## config.mk

```make
export PLATFORM = sky130hd
export DESIGN_NAME = crtc_screen_byte_packer_unit_flat
export DESIGN_NICKNAME = d
export VERILOG_FILES = /design/src/cspk_pkg.sv /design/src/cspk_pixel_if.sv /design/src/cspk_byte_if.sv /design/src/cspk_front.sv /design/src/cspk_queue.sv /design/src/cspk_back.sv /design/src/crtc_screen_byte_packer_unit.sv /design/src/flat_wrapper.sv
export SDC_FILE = /design/constraint.sdc
export NUM_CORES = 1
export LEC_CHECK = 0
export BUFFER_PORTS_ARGS = -buffer_cell sky130_fd_sc_hd__buf_2
export CORE_UTILIZATION = 30
export DETAILED_ROUTE_END_ITERATION = 10
export HOLD_SLACK_MARGIN = 0.05
export PLACE_DENSITY = 0.55
export SETUP_SLACK_MARGIN = 0.02
export SYNTH_ARGS = -nofsm -noshare
export SYNTH_HDL_FRONTEND = slang
export SYNTH_SLANG_ARGS = --single-unit
```

## constraint.sdc

```tcl
create_clock -name clk -period 21.4 [get_ports clk]
set_clock_uncertainty 0.2 [all_clocks]
set_input_delay 0 -clock clk [delete_from_list [all_inputs] [get_ports clk]]
set_output_delay 0 -clock clk [all_outputs]
set_load 0.01 [all_outputs]
```

## src/cspk_pkg.sv

```systemverilog
// ----------------------------------------------------------------------------
// cspk_pkg - shared types, constants and functions
// Register indexes, video modes, pixel spread tables, row count and the
// queue entry passed from the front end to the back end.
// ----------------------------------------------------------------------------
package cspk_pkg;

	// configuration register indexes
	localparam int CFG_INDEX_W = 3;
	localparam int CFG_DATA_W  = 10;

	localparam logic [CFG_INDEX_W-1:0] CFG_VIDEO_MODE     = 3'd0;
	localparam logic [CFG_INDEX_W-1:0] CFG_CHARS_PER_LINE = 3'd1;
	localparam logic [CFG_INDEX_W-1:0] CFG_IMAGE_HEIGHT   = 3'd2;
	localparam logic [CFG_INDEX_W-1:0] CFG_MAX_RASTER     = 3'd3;
	localparam logic [CFG_INDEX_W-1:0] CFG_START_HIGH     = 3'd4;
	localparam logic [CFG_INDEX_W-1:0] CFG_START_LOW      = 3'd5;

	// pixel packing modes
	typedef enum logic [1:0] {
		MODE_4BIT      = 2'd0,
		MODE_2BIT      = 2'd1,
		MODE_1BIT      = 2'd2,
		MODE_2BIT_PAIR = 2'd3
	} video_mode_t;

	// register reset values
	localparam video_mode_t  RST_VIDEO_MODE     = MODE_2BIT;
	localparam logic [7:0]   RST_CHARS_PER_LINE = 8'd40;
	localparam logic [9:0]   RST_IMAGE_HEIGHT   = 10'd200;
	localparam logic [2:0]   RST_MAX_RASTER     = 3'd7;
	localparam logic [5:0]   RST_START_HIGH     = 6'd48;
	localparam logic [7:0]   RST_START_LOW      = 8'd0;

	// address tracking marks at the start of a frame
	localparam logic [15:0] MARK_LOW_RESET  = 16'hFFFF;
	localparam logic [15:0] MARK_HIGH_RESET = 16'h0000;

	// reciprocals for the row count, exact for 10-bit heights
	localparam logic [11:0] RECIP_3 = 12'd683;   // >> 11
	localparam logic [11:0] RECIP_5 = 12'd1639;  // >> 13
	localparam logic [11:0] RECIP_7 = 12'd2341;  // >> 14

	localparam logic [7:0] ROWS_MAX = 8'd255;

	// front to back queue
	localparam int QUEUE_DEPTH = 4;
	localparam int QUEUE_PTR_W = $clog2(QUEUE_DEPTH);
	localparam int QUEUE_CNT_W = $clog2(QUEUE_DEPTH + 1);

	typedef logic [7:0][3:0] pixels_t;

	typedef struct packed {
		logic [15:0] address;
		logic [7:0]  data;
		logic        last;
	} queue_entry_t;

	// four-bit index spread over alternate bit positions
	function automatic logic [7:0] spread4(input logic [3:0] idx);
		logic [7:0] v;
		unique case (idx)
			4'd0:  v = 8'd0;
			4'd1:  v = 8'd64;
			4'd2:  v = 8'd4;
			4'd3:  v = 8'd68;
			4'd4:  v = 8'd16;
			4'd5:  v = 8'd80;
			4'd6:  v = 8'd20;
			4'd7:  v = 8'd84;
			4'd8:  v = 8'd1;
			4'd9:  v = 8'd65;
			4'd10: v = 8'd5;
			4'd11: v = 8'd69;
			4'd12: v = 8'd17;
			4'd13: v = 8'd81;
			4'd14: v = 8'd21;
			default: v = 8'd85;
		endcase
		return v;
	endfunction

	// two-bit index spread four positions apart
	function automatic logic [7:0] spread2(input logic [1:0] idx);
		logic [7:0] v;
		unique case (idx)
			2'd0: v = 8'd0;
			2'd1: v = 8'd16;
			2'd2: v = 8'd1;
			default: v = 8'd17;
		endcase
		return v;
	endfunction

	// pack the pixels of one screen byte in hardware bit order
	function automatic logic [7:0] pack_byte(input video_mode_t mode, input pixels_t p);
		logic [7:0] v;
		v = 8'd0;
		unique case (mode)
			MODE_4BIT: begin
				v = (spread4(p[0]) << 1) | spread4(p[1]);
			end
			MODE_2BIT: begin
				v = (spread2(p[0][1:0]) << 3) | (spread2(p[1][1:0]) << 2)
				  | (spread2(p[2][1:0]) << 1) | spread2(p[3][1:0]);
			end
			MODE_1BIT: begin
				for (int i = 0; i < 8; i++) begin
					v[7-i] = p[i][0];
				end
			end
			MODE_2BIT_PAIR: begin
				v = (spread2(p[0][1:0]) << 3) | (spread2(p[1][1:0]) << 2);
			end
		endcase
		return v;
	endfunction

	// character rows per frame: height over raster lines, 1 to 255
	function automatic logic [7:0] rows_per_frame(input logic [9:0] height,
	                                              input logic [2:0] max_raster);
		logic [21:0] prod3;
		logic [21:0] prod5;
		logic [21:0] prod7;
		logic [9:0]  q;
		logic [7:0]  r;
		prod3 = 22'(height) * 22'(RECIP_3);
		prod5 = 22'(height) * 22'(RECIP_5);
		prod7 = 22'(height) * 22'(RECIP_7);
		unique case (max_raster)
			3'd0: q = height;
			3'd1: q = height >> 1;
			3'd2: q = 10'(prod3 >> 11);
			3'd3: q = height >> 2;
			3'd4: q = 10'(prod5 >> 13);
			3'd5: q = 10'(prod3 >> 12);
			3'd6: q = 10'(prod7 >> 14);
			default: q = height >> 3;
		endcase
		if (q > 10'(ROWS_MAX)) begin
			r = ROWS_MAX;
		end else if (q == 10'd0) begin
			r = 8'd1;
		end else begin
			r = q[7:0];
		end
		return r;
	endfunction

endpackage

```

## src/cspk_pixel_if.sv

```systemverilog
// ----------------------------------------------------------------------------
// cspk_pixel_if - pixel input channel
// Valid/ready channel carrying the eight pixels of one screen byte.
// ----------------------------------------------------------------------------
interface cspk_pixel_if;
	logic       valid;
	logic       ready;
	logic [3:0] pixel_0;
	logic [3:0] pixel_1;
	logic [3:0] pixel_2;
	logic [3:0] pixel_3;
	logic [3:0] pixel_4;
	logic [3:0] pixel_5;
	logic [3:0] pixel_6;
	logic [3:0] pixel_7;

	modport source (
		output valid, pixel_0, pixel_1, pixel_2, pixel_3,
		       pixel_4, pixel_5, pixel_6, pixel_7,
		input  ready
	);
	modport sink (
		input  valid, pixel_0, pixel_1, pixel_2, pixel_3,
		       pixel_4, pixel_5, pixel_6, pixel_7,
		output ready
	);
endinterface

```

## src/cspk_byte_if.sv

```systemverilog
// ----------------------------------------------------------------------------
// cspk_byte_if - screen byte output channel
// Valid/ready channel carrying one addressed screen byte and frame marks.
// ----------------------------------------------------------------------------
interface cspk_byte_if;
	logic        valid;
	logic        ready;
	logic [15:0] address;
	logic [7:0]  data;
	logic        last;
	logic [15:0] lowest_address;
	logic [15:0] highest_address;
	logic [16:0] span;

	modport source (
		output valid, address, data, last, lowest_address, highest_address, span,
		input  ready
	);
	modport sink (
		input  valid, address, data, last, lowest_address, highest_address, span,
		output ready
	);
endinterface

```

## src/cspk_front.sv

```systemverilog
// ----------------------------------------------------------------------------
// cspk_front - scan counters, address generation and packing
// Holds the configuration registers and the CRTC scan counters, accepts a
// pixel transaction, forms its address and packed byte and pushes both.
// ----------------------------------------------------------------------------
module cspk_front
	import cspk_pkg::*;
(
	input  logic                   clk,
	input  logic                   arst_n,
	input  logic                   cfg_we,
	input  logic [CFG_INDEX_W-1:0] cfg_index,
	input  logic [CFG_DATA_W-1:0]  cfg_data,
	cspk_pixel_if.sink             pix,
	output logic                   push_valid,
	input  logic                   push_ready,
	output queue_entry_t           push_entry
);

	video_mode_t mode_q;
	logic [7:0]  cpl_q;
	logic [9:0]  height_q;
	logic [2:0]  max_raster_q;
	logic [5:0]  start_high_q;
	logic [7:0]  start_low_q;

	logic [7:0]  row_q;
	logic [2:0]  raster_q;
	logic [7:0]  col_q;
	logic        phase_q;

	logic        accept;
	logic [15:0] row_base;
	logic [15:0] ma;
	logic [15:0] addr;
	logic [7:0]  cols;
	logic [7:0]  rows;
	logic        col_end;
	logic        raster_end;
	logic        row_end;
	logic        is_last;
	pixels_t     pixels;

	// configuration registers
	always_ff @(posedge clk or negedge arst_n) begin
		if (!arst_n) begin
			mode_q       <= RST_VIDEO_MODE;
			cpl_q        <= RST_CHARS_PER_LINE;
			height_q     <= RST_IMAGE_HEIGHT;
			max_raster_q <= RST_MAX_RASTER;
			start_high_q <= RST_START_HIGH;
			start_low_q  <= RST_START_LOW;
		end else if (cfg_we) begin
			unique case (cfg_index)
				CFG_VIDEO_MODE:     mode_q       <= video_mode_t'(cfg_data[1:0]);
				CFG_CHARS_PER_LINE: cpl_q        <= cfg_data[7:0];
				CFG_IMAGE_HEIGHT:   height_q     <= cfg_data;
				CFG_MAX_RASTER:     max_raster_q <= cfg_data[2:0];
				CFG_START_HIGH:     start_high_q <= cfg_data[5:0];
				CFG_START_LOW:      start_low_q  <= cfg_data[7:0];
				default: ;
			endcase
		end
	end

	assign pix.ready = push_ready;
	assign accept    = pix.valid && push_ready;

	// memory address of the current byte
	assign row_base = 16'(row_q) * 16'(cpl_q);
	assign ma       = row_base + 16'(col_q) + 16'({start_high_q, start_low_q});
	assign addr     = {ma[13:12], raster_q, ma[9:0], phase_q};

	// end-of-count detection, a counter past its bound counts as at its end
	assign cols       = (cpl_q == 8'd0) ? 8'd1 : cpl_q;
	assign rows       = rows_per_frame(height_q, max_raster_q);
	assign col_end    = ({1'b0, col_q} + 9'd1) >= {1'b0, cols};
	assign raster_end = raster_q >= max_raster_q;
	assign row_end    = ({1'b0, row_q} + 9'd1) >= {1'b0, rows};
	assign is_last    = phase_q && col_end && raster_end && row_end;

	assign pixels = {pix.pixel_7, pix.pixel_6, pix.pixel_5, pix.pixel_4,
	                 pix.pixel_3, pix.pixel_2, pix.pixel_1, pix.pixel_0};

	assign push_valid         = pix.valid;
	assign push_entry.address = addr;
	assign push_entry.data    = pack_byte(mode_q, pixels);
	assign push_entry.last    = is_last;

	// scan counters: byte phase, column, raster line, character row
	always_ff @(posedge clk or negedge arst_n) begin
		if (!arst_n) begin
			row_q    <= '0;
			raster_q <= '0;
			col_q    <= '0;
			phase_q  <= 1'b0;
		end else if (accept) begin
			if (is_last) begin
				row_q    <= '0;
				raster_q <= '0;
				col_q    <= '0;
				phase_q  <= 1'b0;
			end else if (!phase_q) begin
				phase_q <= 1'b1;
			end else begin
				phase_q <= 1'b0;
				if (!col_end) begin
					col_q <= col_q + 8'd1;
				end else begin
					col_q <= '0;
					if (!raster_end) begin
						raster_q <= raster_q + 3'd1;
					end else begin
						raster_q <= '0;
						row_q    <= row_q + 8'd1;
					end
				end
			end
		end
	end

endmodule

```

## src/cspk_queue.sv

```systemverilog
// ----------------------------------------------------------------------------
// cspk_queue - short queue between front end and back end
// Small register queue so that the two sides stall independently.
// ----------------------------------------------------------------------------
module cspk_queue
	import cspk_pkg::*;
(
	input  logic         clk,
	input  logic         arst_n,
	input  logic         push_valid,
	output logic         push_ready,
	input  queue_entry_t push_entry,
	output logic         pop_valid,
	input  logic         pop_ready,
	output queue_entry_t pop_entry
);

	queue_entry_t           entries [QUEUE_DEPTH];
	logic [QUEUE_PTR_W-1:0] wr_ptr_q;
	logic [QUEUE_PTR_W-1:0] rd_ptr_q;
	logic [QUEUE_CNT_W-1:0] count_q;
	logic                   push_fire;
	logic                   pop_fire;

	assign push_ready = count_q != QUEUE_CNT_W'(QUEUE_DEPTH);
	assign pop_valid  = count_q != '0;
	assign push_fire  = push_valid && push_ready;
	assign pop_fire   = pop_valid && pop_ready;
	assign pop_entry  = entries[rd_ptr_q];

	// entry storage
	always_ff @(posedge clk) begin
		if (push_fire) begin
			entries[wr_ptr_q] <= push_entry;
		end
	end

	// pointers and fill count
	always_ff @(posedge clk or negedge arst_n) begin
		if (!arst_n) begin
			wr_ptr_q <= '0;
			rd_ptr_q <= '0;
			count_q  <= '0;
		end else begin
			if (push_fire) begin
				wr_ptr_q <= (wr_ptr_q == QUEUE_PTR_W'(QUEUE_DEPTH - 1)) ? '0 : wr_ptr_q + 1'b1;
			end
			if (pop_fire) begin
				rd_ptr_q <= (rd_ptr_q == QUEUE_PTR_W'(QUEUE_DEPTH - 1)) ? '0 : rd_ptr_q + 1'b1;
			end
			if (push_fire && !pop_fire) begin
				count_q <= count_q + 1'b1;
			end else if (pop_fire && !push_fire) begin
				count_q <= count_q - 1'b1;
			end
		end
	end

	// fill count stays within the queue depth
	a_count_bound: assert property (@(posedge clk) disable iff (!arst_n)
		count_q <= QUEUE_CNT_W'(QUEUE_DEPTH))
		else $error("queue fill count beyond depth");

	// draining the only entry without a refill leaves the queue empty
	a_drain_empty: assert property (@(posedge clk) disable iff (!arst_n)
		(pop_fire && !push_fire && count_q == QUEUE_CNT_W'(1)) |=> !pop_valid)
		else $error("queue not empty after draining last entry");

endmodule

```

## src/cspk_back.sv

```systemverilog
// ----------------------------------------------------------------------------
// cspk_back - address marks and output register
// Tracks the lowest and highest address of the frame and registers each
// screen byte with its marks and span for the output channel.
// ----------------------------------------------------------------------------
module cspk_back
	import cspk_pkg::*;
(
	input  logic         clk,
	input  logic         arst_n,
	input  logic         pop_valid,
	output logic         pop_ready,
	input  queue_entry_t pop_entry,
	cspk_byte_if.source  res
);

	logic        out_valid_q;
	logic [15:0] address_q;
	logic [7:0]  data_q;
	logic        last_q;
	logic [15:0] lowest_q;
	logic [15:0] highest_q;
	logic [16:0] span_q;
	logic [15:0] low_mark_q;
	logic [15:0] high_mark_q;

	logic        pop_fire;
	logic [15:0] low_next;
	logic [15:0] high_next;

	assign pop_ready = !out_valid_q || res.ready;
	assign pop_fire  = pop_valid && pop_ready;

	// marks including this byte
	assign low_next  = (pop_entry.address < low_mark_q)  ? pop_entry.address : low_mark_q;
	assign high_next = (pop_entry.address > high_mark_q) ? pop_entry.address : high_mark_q;

	// frame marks, back to their start values after the final byte
	always_ff @(posedge clk or negedge arst_n) begin
		if (!arst_n) begin
			low_mark_q  <= MARK_LOW_RESET;
			high_mark_q <= MARK_HIGH_RESET;
		end else if (pop_fire) begin
			if (pop_entry.last) begin
				low_mark_q  <= MARK_LOW_RESET;
				high_mark_q <= MARK_HIGH_RESET;
			end else begin
				low_mark_q  <= low_next;
				high_mark_q <= high_next;
			end
		end
	end

	// output valid
	always_ff @(posedge clk or negedge arst_n) begin
		if (!arst_n) begin
			out_valid_q <= 1'b0;
		end else if (pop_ready) begin
			out_valid_q <= pop_valid;
		end
	end

	// output payload
	always_ff @(posedge clk) begin
		if (pop_fire) begin
			address_q <= pop_entry.address;
			data_q    <= pop_entry.data;
			last_q    <= pop_entry.last;
			lowest_q  <= low_next;
			highest_q <= high_next;
			span_q    <= {1'b0, high_next} - {1'b0, low_next} + 17'd1;
		end
	end

	assign res.valid           = out_valid_q;
	assign res.address         = address_q;
	assign res.data            = data_q;
	assign res.last            = last_q;
	assign res.lowest_address  = lowest_q;
	assign res.highest_address = highest_q;
	assign res.span            = span_q;

	// a presented byte lies within its frame marks
	a_addr_in_marks: assert property (@(posedge clk) disable iff (!arst_n)
		out_valid_q |-> (lowest_q <= address_q && address_q <= highest_q))
		else $error("byte address outside frame marks");

	// the final byte of a frame restarts the marks
	a_marks_restart: assert property (@(posedge clk) disable iff (!arst_n)
		(pop_fire && pop_entry.last) |=>
			(low_mark_q == MARK_LOW_RESET && high_mark_q == MARK_HIGH_RESET))
		else $error("frame marks not restarted after final byte");

endmodule

```

## src/crtc_screen_byte_packer_unit.sv

```systemverilog
// ----------------------------------------------------------------------------
// crtc_screen_byte_packer_unit - CRTC screen byte packer
// Packs the pixels of each screen byte per video mode, forms its CRTC
// memory address from internal scan counters and tracks frame marks.
//
//   channel  direction  payload
//   pix      in         pixel_0 .. pixel_7, 4 bits each
//   res      out        address, data, last, lowest/highest_address, span
//   cfg      in         cfg_we, cfg_index, cfg_data (write only)
//
// One transaction per cycle sustained while the queue has room; each byte
// passes through the queue and the output register before it appears on res.
// The row count multiply and the address multiply-add sit in the front end.
// Reset restores the register defaults and restarts the scan; no clearing.
// A four-entry queue lets the output stall while pixels keep arriving.
// ----------------------------------------------------------------------------
module crtc_screen_byte_packer_unit
	import cspk_pkg::*;
(
	input  logic                   clk,
	input  logic                   arst_n,
	input  logic                   cfg_we,
	input  logic [CFG_INDEX_W-1:0] cfg_index,
	input  logic [CFG_DATA_W-1:0]  cfg_data,
	cspk_pixel_if.sink             pix,
	cspk_byte_if.source            res
);

	logic         push_valid;
	logic         push_ready;
	queue_entry_t push_entry;
	logic         pop_valid;
	logic         pop_ready;
	queue_entry_t pop_entry;

	// scan counters, address and packing
	cspk_front u_front (
		.clk        (clk),
		.arst_n     (arst_n),
		.cfg_we     (cfg_we),
		.cfg_index  (cfg_index),
		.cfg_data   (cfg_data),
		.pix        (pix),
		.push_valid (push_valid),
		.push_ready (push_ready),
		.push_entry (push_entry)
	);

	// decoupling queue
	cspk_queue u_queue (
		.clk        (clk),
		.arst_n     (arst_n),
		.push_valid (push_valid),
		.push_ready (push_ready),
		.push_entry (push_entry),
		.pop_valid  (pop_valid),
		.pop_ready  (pop_ready),
		.pop_entry  (pop_entry)
	);

	// frame marks and output register
	cspk_back u_back (
		.clk       (clk),
		.arst_n    (arst_n),
		.pop_valid (pop_valid),
		.pop_ready (pop_ready),
		.pop_entry (pop_entry),
		.res       (res)
	);

endmodule

```

## src/flat_wrapper.sv

```systemverilog
// flat-port wrapper written by rule: the top's interface ports become plain ports
module crtc_screen_byte_packer_unit_flat import cspk_pkg::*;
  (clk, arst_n, cfg_we, cfg_index, cfg_data, pix_valid, pix_pixel_0, pix_pixel_1, pix_pixel_2, pix_pixel_3, pix_pixel_4, pix_pixel_5, pix_pixel_6, pix_pixel_7, pix_ready, res_valid, res_address, res_data, res_last, res_lowest_address, res_highest_address, res_span, res_ready);
  cspk_pixel_if pix_i ();
  cspk_byte_if res_i ();
  input  logic clk;
  input  logic arst_n;
  input  logic cfg_we;
  input  logic [CFG_INDEX_W-1:0] cfg_index;
  input  logic [CFG_DATA_W-1:0] cfg_data;
  input wire logic [$bits(pix_i.valid)-1:0] pix_valid;
  input wire logic [$bits(pix_i.pixel_0)-1:0] pix_pixel_0;
  input wire logic [$bits(pix_i.pixel_1)-1:0] pix_pixel_1;
  input wire logic [$bits(pix_i.pixel_2)-1:0] pix_pixel_2;
  input wire logic [$bits(pix_i.pixel_3)-1:0] pix_pixel_3;
  input wire logic [$bits(pix_i.pixel_4)-1:0] pix_pixel_4;
  input wire logic [$bits(pix_i.pixel_5)-1:0] pix_pixel_5;
  input wire logic [$bits(pix_i.pixel_6)-1:0] pix_pixel_6;
  input wire logic [$bits(pix_i.pixel_7)-1:0] pix_pixel_7;
  output wire logic [$bits(pix_i.ready)-1:0] pix_ready;
  output wire logic [$bits(res_i.valid)-1:0] res_valid;
  output wire logic [$bits(res_i.address)-1:0] res_address;
  output wire logic [$bits(res_i.data)-1:0] res_data;
  output wire logic [$bits(res_i.last)-1:0] res_last;
  output wire logic [$bits(res_i.lowest_address)-1:0] res_lowest_address;
  output wire logic [$bits(res_i.highest_address)-1:0] res_highest_address;
  output wire logic [$bits(res_i.span)-1:0] res_span;
  input wire logic [$bits(res_i.ready)-1:0] res_ready;
  assign pix_i.valid = pix_valid;
  assign pix_i.pixel_0 = pix_pixel_0;
  assign pix_i.pixel_1 = pix_pixel_1;
  assign pix_i.pixel_2 = pix_pixel_2;
  assign pix_i.pixel_3 = pix_pixel_3;
  assign pix_i.pixel_4 = pix_pixel_4;
  assign pix_i.pixel_5 = pix_pixel_5;
  assign pix_i.pixel_6 = pix_pixel_6;
  assign pix_i.pixel_7 = pix_pixel_7;
  assign pix_ready = pix_i.ready;
  assign res_valid = res_i.valid;
  assign res_address = res_i.address;
  assign res_data = res_i.data;
  assign res_last = res_i.last;
  assign res_lowest_address = res_i.lowest_address;
  assign res_highest_address = res_i.highest_address;
  assign res_span = res_i.span;
  assign res_i.ready = res_ready;
  crtc_screen_byte_packer_unit u_core (.clk(clk), .arst_n(arst_n), .cfg_we(cfg_we), .cfg_index(cfg_index), .cfg_data(cfg_data), .pix(pix_i), .res(res_i));
endmodule
```

Word-level counts from Yosys, hierarchy flattened

Memory sizes are Yosys's and may differ from the RTL's.
Cells that the tools add are included.

Register bits after elaboration: 171
Bits in writable memories: 100
Bits in read-only memories: 128
Bits of input ports: 50
Output and inout port bits: 76
Word-level logic and storage cells: 152
Memories kept: 3

Memories:

| name                   | words | bits a word | read ports | clocked after Yosys merged registers in | write ports | RTL line         | source |
|---|---|---|---|---|---|---|---|
| u_core.u_queue.entries | 4     | 25          | 1          | 0                                       | 1           | cspk_queue.sv:18 | `queue_entry_t entries [QUEUE_DEPTH];` |
| (name not given)       | 16    | 4           | 1          | 0                                       | 0           | cspk_pkg.sv:62   | `unique case (idx)` |
| (name not given)       | 16    | 4           | 1          | 0                                       | 0           | cspk_pkg.sv:62   |  |

Add/sub/neg operators: 13
Multipliers: 4
Magnitude comparators: 6
Equal/unequal tests: 25
Muxes and demuxes: 40
Bitwise gates (word level): 5
Reductions and logical operators: 34

Operators with widths:

| operator                                                               | number |
|---|---|
| 8-bit two-way mux                                                      | 12 |
| 10-bit case mux with 7 select lines                                    | 1 |
| 16-bit two-way mux                                                     | 4 |
| 5-bit case mux with 3 select lines                                     | 4 |
| 8-bit OR                                                               | 5 |
| 8-bit case mux with 4 select lines                                     | 1 |
| 10-bit by 12-bit multiplier with 22-bit output (second input constant) | 1 |
| 10-bit by 11-bit multiplier with 21-bit output (second input constant) | 1 |
| 10-bit by 10-bit multiplier with 20-bit output (second input constant) | 1 |
| 8-bit by 1-bit adder with 9-bit output (second input constant)         | 2 |
| 9-bit by 8-bit >= comparator with 1-bit output                         | 2 |
| 3-bit two-way mux                                                      | 6 |
| 17-bit by 1-bit adder with 17-bit output (second input constant)       | 1 |
| 16-bit by 16-bit subtractor with 17-bit output                         | 1 |
| 8-bit by 1-bit adder with 8-bit output (second input constant)         | 2 |
| 2-bit equality test (second input constant)                            | 8 |
| 16-bit greater-than comparator                                         | 1 |
| 16-bit < comparator                                                    | 1 |
| 3-bit equality test (second input constant)                            | 5 |
| 14-bit adder                                                           | 1 |
| 14-bit by 8-bit adder with 14-bit output                               | 1 |
| 8-bit by 8-bit multiplier with 14-bit output                           | 1 |
| 7-bit two-way mux                                                      | 2 |
| 2-bit AND reduction                                                    | 7 |
| other kinds (24)                                                       | 56 |

Longest topological paths before layout

Depth after elaboration: 9
Gate-level depth with buffers: 33
Gate-level depth less buffers: 33

Hierarchy

From an unflattened synthesis, not the netlist that was laid out.

Cell total of the unflattened synthesis: 1,859
Area total of the unflattened synthesis: 21,011.4 um^2

Modules (own cells, without submodules):

| module     | times used | cells each | area each (um^2) |
|---|---|---|---|
| cspk_front | 1          | 1,253      | 11,363.4 |
| cspk_back  | 1          | 439        | 5,604.1 |
| cspk_queue | 1          | 167        | 4,043.9 |

Worst setup path after synthesis

OpenSTA, ideal clock, no wires.

Path type: register -> register
Start: register u_core.u_front.height_q[8]
End: memory u_core.u_queue.entries[0][0] (netlist bit), data pin
Setup time: 0.263 ns
Arrival: 7.017 ns
Setup slack: 13.920 ns
Cell stages (with the launch flop): 31
Path buffers: 0
Cell sequence: dfrtp_1 inv_1 ha_1 inv_1 fa_1 fa_1 fa_1 inv_1 fa_1 inv_1 ha_1 a2111oi_0 a211oi_1 o21a_1 mux2i_1 or4_1 a221o_1 o32ai_1 nand3_1 nor4_1 a2111o_1 ha_1 nand2b_1 a21o_1 a21o_1 a21o_1 a21oi_1 nor2b_1 o21ai_0 a21oi_1 and2_1

RTL lines:

| element                | RTL line         | source |
|---|---|---|
| start, declared        | cspk_front.sv:22 | `logic [9:0] height_q;` |
| start signal, assigned | cspk_front.sv:57 | `CFG_IMAGE_HEIGHT: height_q <= cfg_data;` |
| end, declared          | cspk_queue.sv:18 |  |

Worst setup path in the final report

Start: register u_core.u_front.height_q[2]
End: register u_core.u_front.row_q[0]

Word-level cells in the longest chain between the ends: 9
Elaborated cells between the ends (all ways): 15

Ends and longest elaborated chain:

| element                                                                                           | RTL line          | source |
|---|---|---|
| 10-bit by 12-bit multiplier with 22-bit output (tied with other cells)                            | cspk_pkg.sv:129   | `prod7 = 22'(height) * 22'(RECIP_7);` |
| 10-bit case mux with 7 select lines *                                                             | cspk_pkg.sv:130   | `unique case (max_raster)` |
| branches (longest 2 deep; another with 10-bit by 8-bit greater-than comparator with 1-bit output) | n/a               |  |
| 8-bit two-way mux *                                                                               | cspk_pkg.sv:140   | `if (q > 10'(ROWS_MAX)) begin` |
| 9-bit by 8-bit >= comparator with 1-bit output *                                                  | cspk_front.sv:79  | `assign row_end = ({1'b0, row_q} + 9'd1) >= {1'b0, rows};` |
| 1-bit logical AND *                                                                               | cspk_front.sv:80  | `assign is_last = phase_q && col_end && raster_end && row_end;` |
| 2-bit nonzero test (no source line)                                                               | n/a               |  |
| 4-bit AND reduction (no source line)                                                              | n/a               |  |
| end signal, assigned                                                                              | cspk_front.sv:115 | `row_q <= row_q + 8'd1;` |
| end, declared                                                                                     | cspk_front.sv:27  | `logic [7:0] row_q;` |

Mark *: on every way between the ends.
A chain may end at the register's enable or synchronous reset.

==> flow_summary.ini <==
[floorplan]
initial_core_util_pct = 30.3
core_mm2 = 0.0686
placementRows = 96
die_h_um = 265
die_area_mm2 = 0.0703
io_pins = 126
die_w_um = 265

[sta]
tightestPinTransition_ps = 1090
rsz0062_at_grt = false
worst_slack_ps = 12810
post-route-period-util_pct = 40.1
setup_tns_ps = 0
slew_violations = 0
slew_headroom_pct = 27.0
period_needed_ps = 8590
hold_viol = 0
fmax_ghz = 0.116
setup_viol = 0

[clock_tree]
clock_path_buffers = 3
htree_levels = 2
cts_tree = built
clkLatencyLatePin_ps = 560
cts-hold-fix-buffers = 55
cts_resized = 0
clock_sinks = 271
clkTransAtPathRegs_ps = 60
cts_root_buffer = clkbuf_16
numCtsBuffers = 34
post_cts_buffers = 0

[synthesis]
syn_area_mm2 = 0.0208
yosys.area.top_type = edfxtp_1
synth.distinct_cells = 73
synth_nets = 2322
synthArstFlopShare_pct = 35.8
post-synth-top-count-cell = ha_1
synth_ff_type = edfxtp_1
synth_edf_count = 174
yosysSeqAreaShare_pct = 37.0
synth_common_cells = 301 x ha_1, 280 x inv_1, 174 x edfxtp_1
synth.top_cell.area_share_pct = 25.2
ys_ff_latch = 271
avgSynthCellArea_um2 = 11.2
synthTopCellsByArea = edfxtp_1 25%, ha_1 18%, fa_1 11%
ys_warn_count = 0
synth_cells = 1853

[grt]
antenna_found_initial = 0
grt_pass1_vias = 14800
grt_use_total_pct = 14.1
overflow = 0
grt_pass1_wl_um = 79200
grt_max_degree = 77

[flow_run]
drv_cap = 0

[placement]
dp.cells = 2861
pre_cts_ws_ps = 12860
routabilityCongestion = 0.870
post-dp-hpwl_um = 36800
portBuffers = 109

[detailed_routing]
routedWlPerCell_um = 16.2
route.detailed.drc = 0
drtIter0Drc = 764
ant_nets = 0
via_count = 14200
viasPerCell = 4.77
drt-total-wl_um = 48200
firstDrtPassIters = 5

[worst_setup_path]
cpPeakStageDelay_ps = 760
critPathSlowestCell = dfrtp_1
cp-start-kind = flip-flop
critical_path.max_fanout = 12
cp.required_ps = 21690
end_kind = flip-flop
worstPathArrival_ps = 8870
critPathKind = flip-flop to flip-flop

[finish]
fin_nets = 2490
finish.utilization_pct = 35.1
areaGrowthSynthToFinish_pct = 16.1
layout-drive-gt1-share_pct = 14.2
layoutNonFillerInstCount = 2979

[hold_path]
hp-class = input port to flip-flop

[run_status]
status = finished clean
-- kinds of logic (layout without fill, tap and decap cells) --
kind of cell | after synthesis | count (layout) | share of synthesized area (%)
other cells | 0 | 1 | 0
mux | 83 | 83 | 5.88
fa+ha+maj | 419 | 419 | 29.5
xor+xnor | 59 | 59 | 2.49
flops | 271 | 271 | 37.0
compound gates | 308 | 308 | 9.89
simple gates | 384 | 384 | 9.13
buf+inv | 329 | 523 | 6.08
-- per-stage QoR --
stage	hold slack, ps	instance area [µm²]
global route	108	24100
global placement	-225	22400
floorplan	-496	20800
detailed placement	-218	22400
CTS	65.7	24100
finish	109	24100
-- final timing paths --
check                                                          start                                        end  slack [ps]  depth (start not counted)
max in group asynchronous                                     arst_n   u_core.u_back.high_mark_q[0]$_DFFE_PN0P_       19310                          4
min in group asynchronous                                     arst_n    u_core.u_back.low_mark_q[1]$_DFFE_PN1P_         480                          3
hold reg to reg            u_core.u_front.start_low_q[7]$_DFFE_PN0P_  u_core.u_front.start_low_q[7]$_DFFE_PN0P_         300                          1
setup / recovery              u_core.u_front.height_q[2]$_DFFE_PN0P_        u_core.u_front.row_q[0]$_DFFE_PN0P_       12810                         31
setup reg to reg              u_core.u_front.height_q[2]$_DFFE_PN0P_        u_core.u_front.row_q[0]$_DFFE_PN0P_       12810                         31
hold / removal                                           cfg_data[4]        u_core.u_front.cpl_q[4]$_DFFE_PN0P_         110                          4
-- flip-flops by register name (all words and copies together), names as in the netlist, 2 cells and up --
| register | cells |
|---|---|
| u_core.u_back.high_mark_q | 16 |
| u_core.u_back.low_mark_q | 16 |
| u_core.u_back.res.address | 16 |
| u_core.u_back.res.data | 8 |
| u_core.u_back.res.highest_address | 16 |
| u_core.u_back.res.lowest_address | 16 |
| u_core.u_back.res.span | 17 |
| u_core.u_front.col_q | 8 |
| u_core.u_front.cpl_q | 8 |
| u_core.u_front.height_q | 10 |
| u_core.u_front.max_raster_q | 3 |
| u_core.u_front.mode_q | 2 |
| u_core.u_front.raster_q | 3 |
| u_core.u_front.row_q | 8 |
| u_core.u_front.start_high_q | 6 |
| u_core.u_front.start_low_q | 8 |
| u_core.u_queue.count_q | 3 |
| u_core.u_queue.entries | 100 |
| u_core.u_queue.rd_ptr_q | 2 |
| u_core.u_queue.wr_ptr_q | 2 |
-- critical path, delay by kind of cell, from the launching register on --
| kind | cells | cell delay [ps] |
|---|---|---|
| buf+inv | 4 | 530 |
| fa+ha+maj | 7 | 2750 |
| compound gates | 12 | 2460 |
| simple gates | 6 | 1450 |
| mux | 2 | 350 |
| flops | 1 | 760 |
-- layer usage --
| metal | global-route usage (%) | vias up | share of wire, % |
|---|---|---|---|
| met4 | 4.17 | 0 | 2.8 |
| li1 | - | 6856 | - |
| met1 | 18.0 | 6982 | 45 |
| met2 | 24.6 | 297 | 49 |
| met5 | 0 | - | 0 |
| met3 | 2.08 | 81 | 3.8 |
-- placed cells by master (no fill, tap or decap), types with 8 or more instances in the layout --
cell type,instances
nand2b_1,12
edfxtp_1,174
ha_1,301
o21ai_0,71
nor2b_1,20
nand4_1,20
mux2i_1,14
inv_1,279
buf_2,108
xnor2_1,36
and2_1,35
dfrtp_1,69
buf_4,17
xor2_1,23
dfstp_2,27
mux4_2,27
o22a_1,16
nand3_1,31
and3_1,11
a21oi_1,71
fa_1,118
mux2_2,42
dlygate4sd3_1,55
o21a_1,11
nor3_1,21
a21o_1,44
nor2_1,69
o31ai_1,8
clkbuf_16,34
nand2_1,129
a22o_1,20
-- area by class of cell --
| type | instances | area (µm²) |
|---|---|---|
| fill | 6835 | 44500 |
| clock inverter | 22 | 244 |
| timing repair buffer | 180 | 1220 |
| multi-input combinational | 1253 | 11800 |
| antenna | 1 | 2.50 |
| sequential | 271 | 7690 |
| inverter | 281 | 1060 |
| clock buffer | 40 | 883 |
| tap | 931 | 1160 |
Power is not shown: default switching activity piles up to over one toggle a cycle in this logic, so the estimate is an artifact.
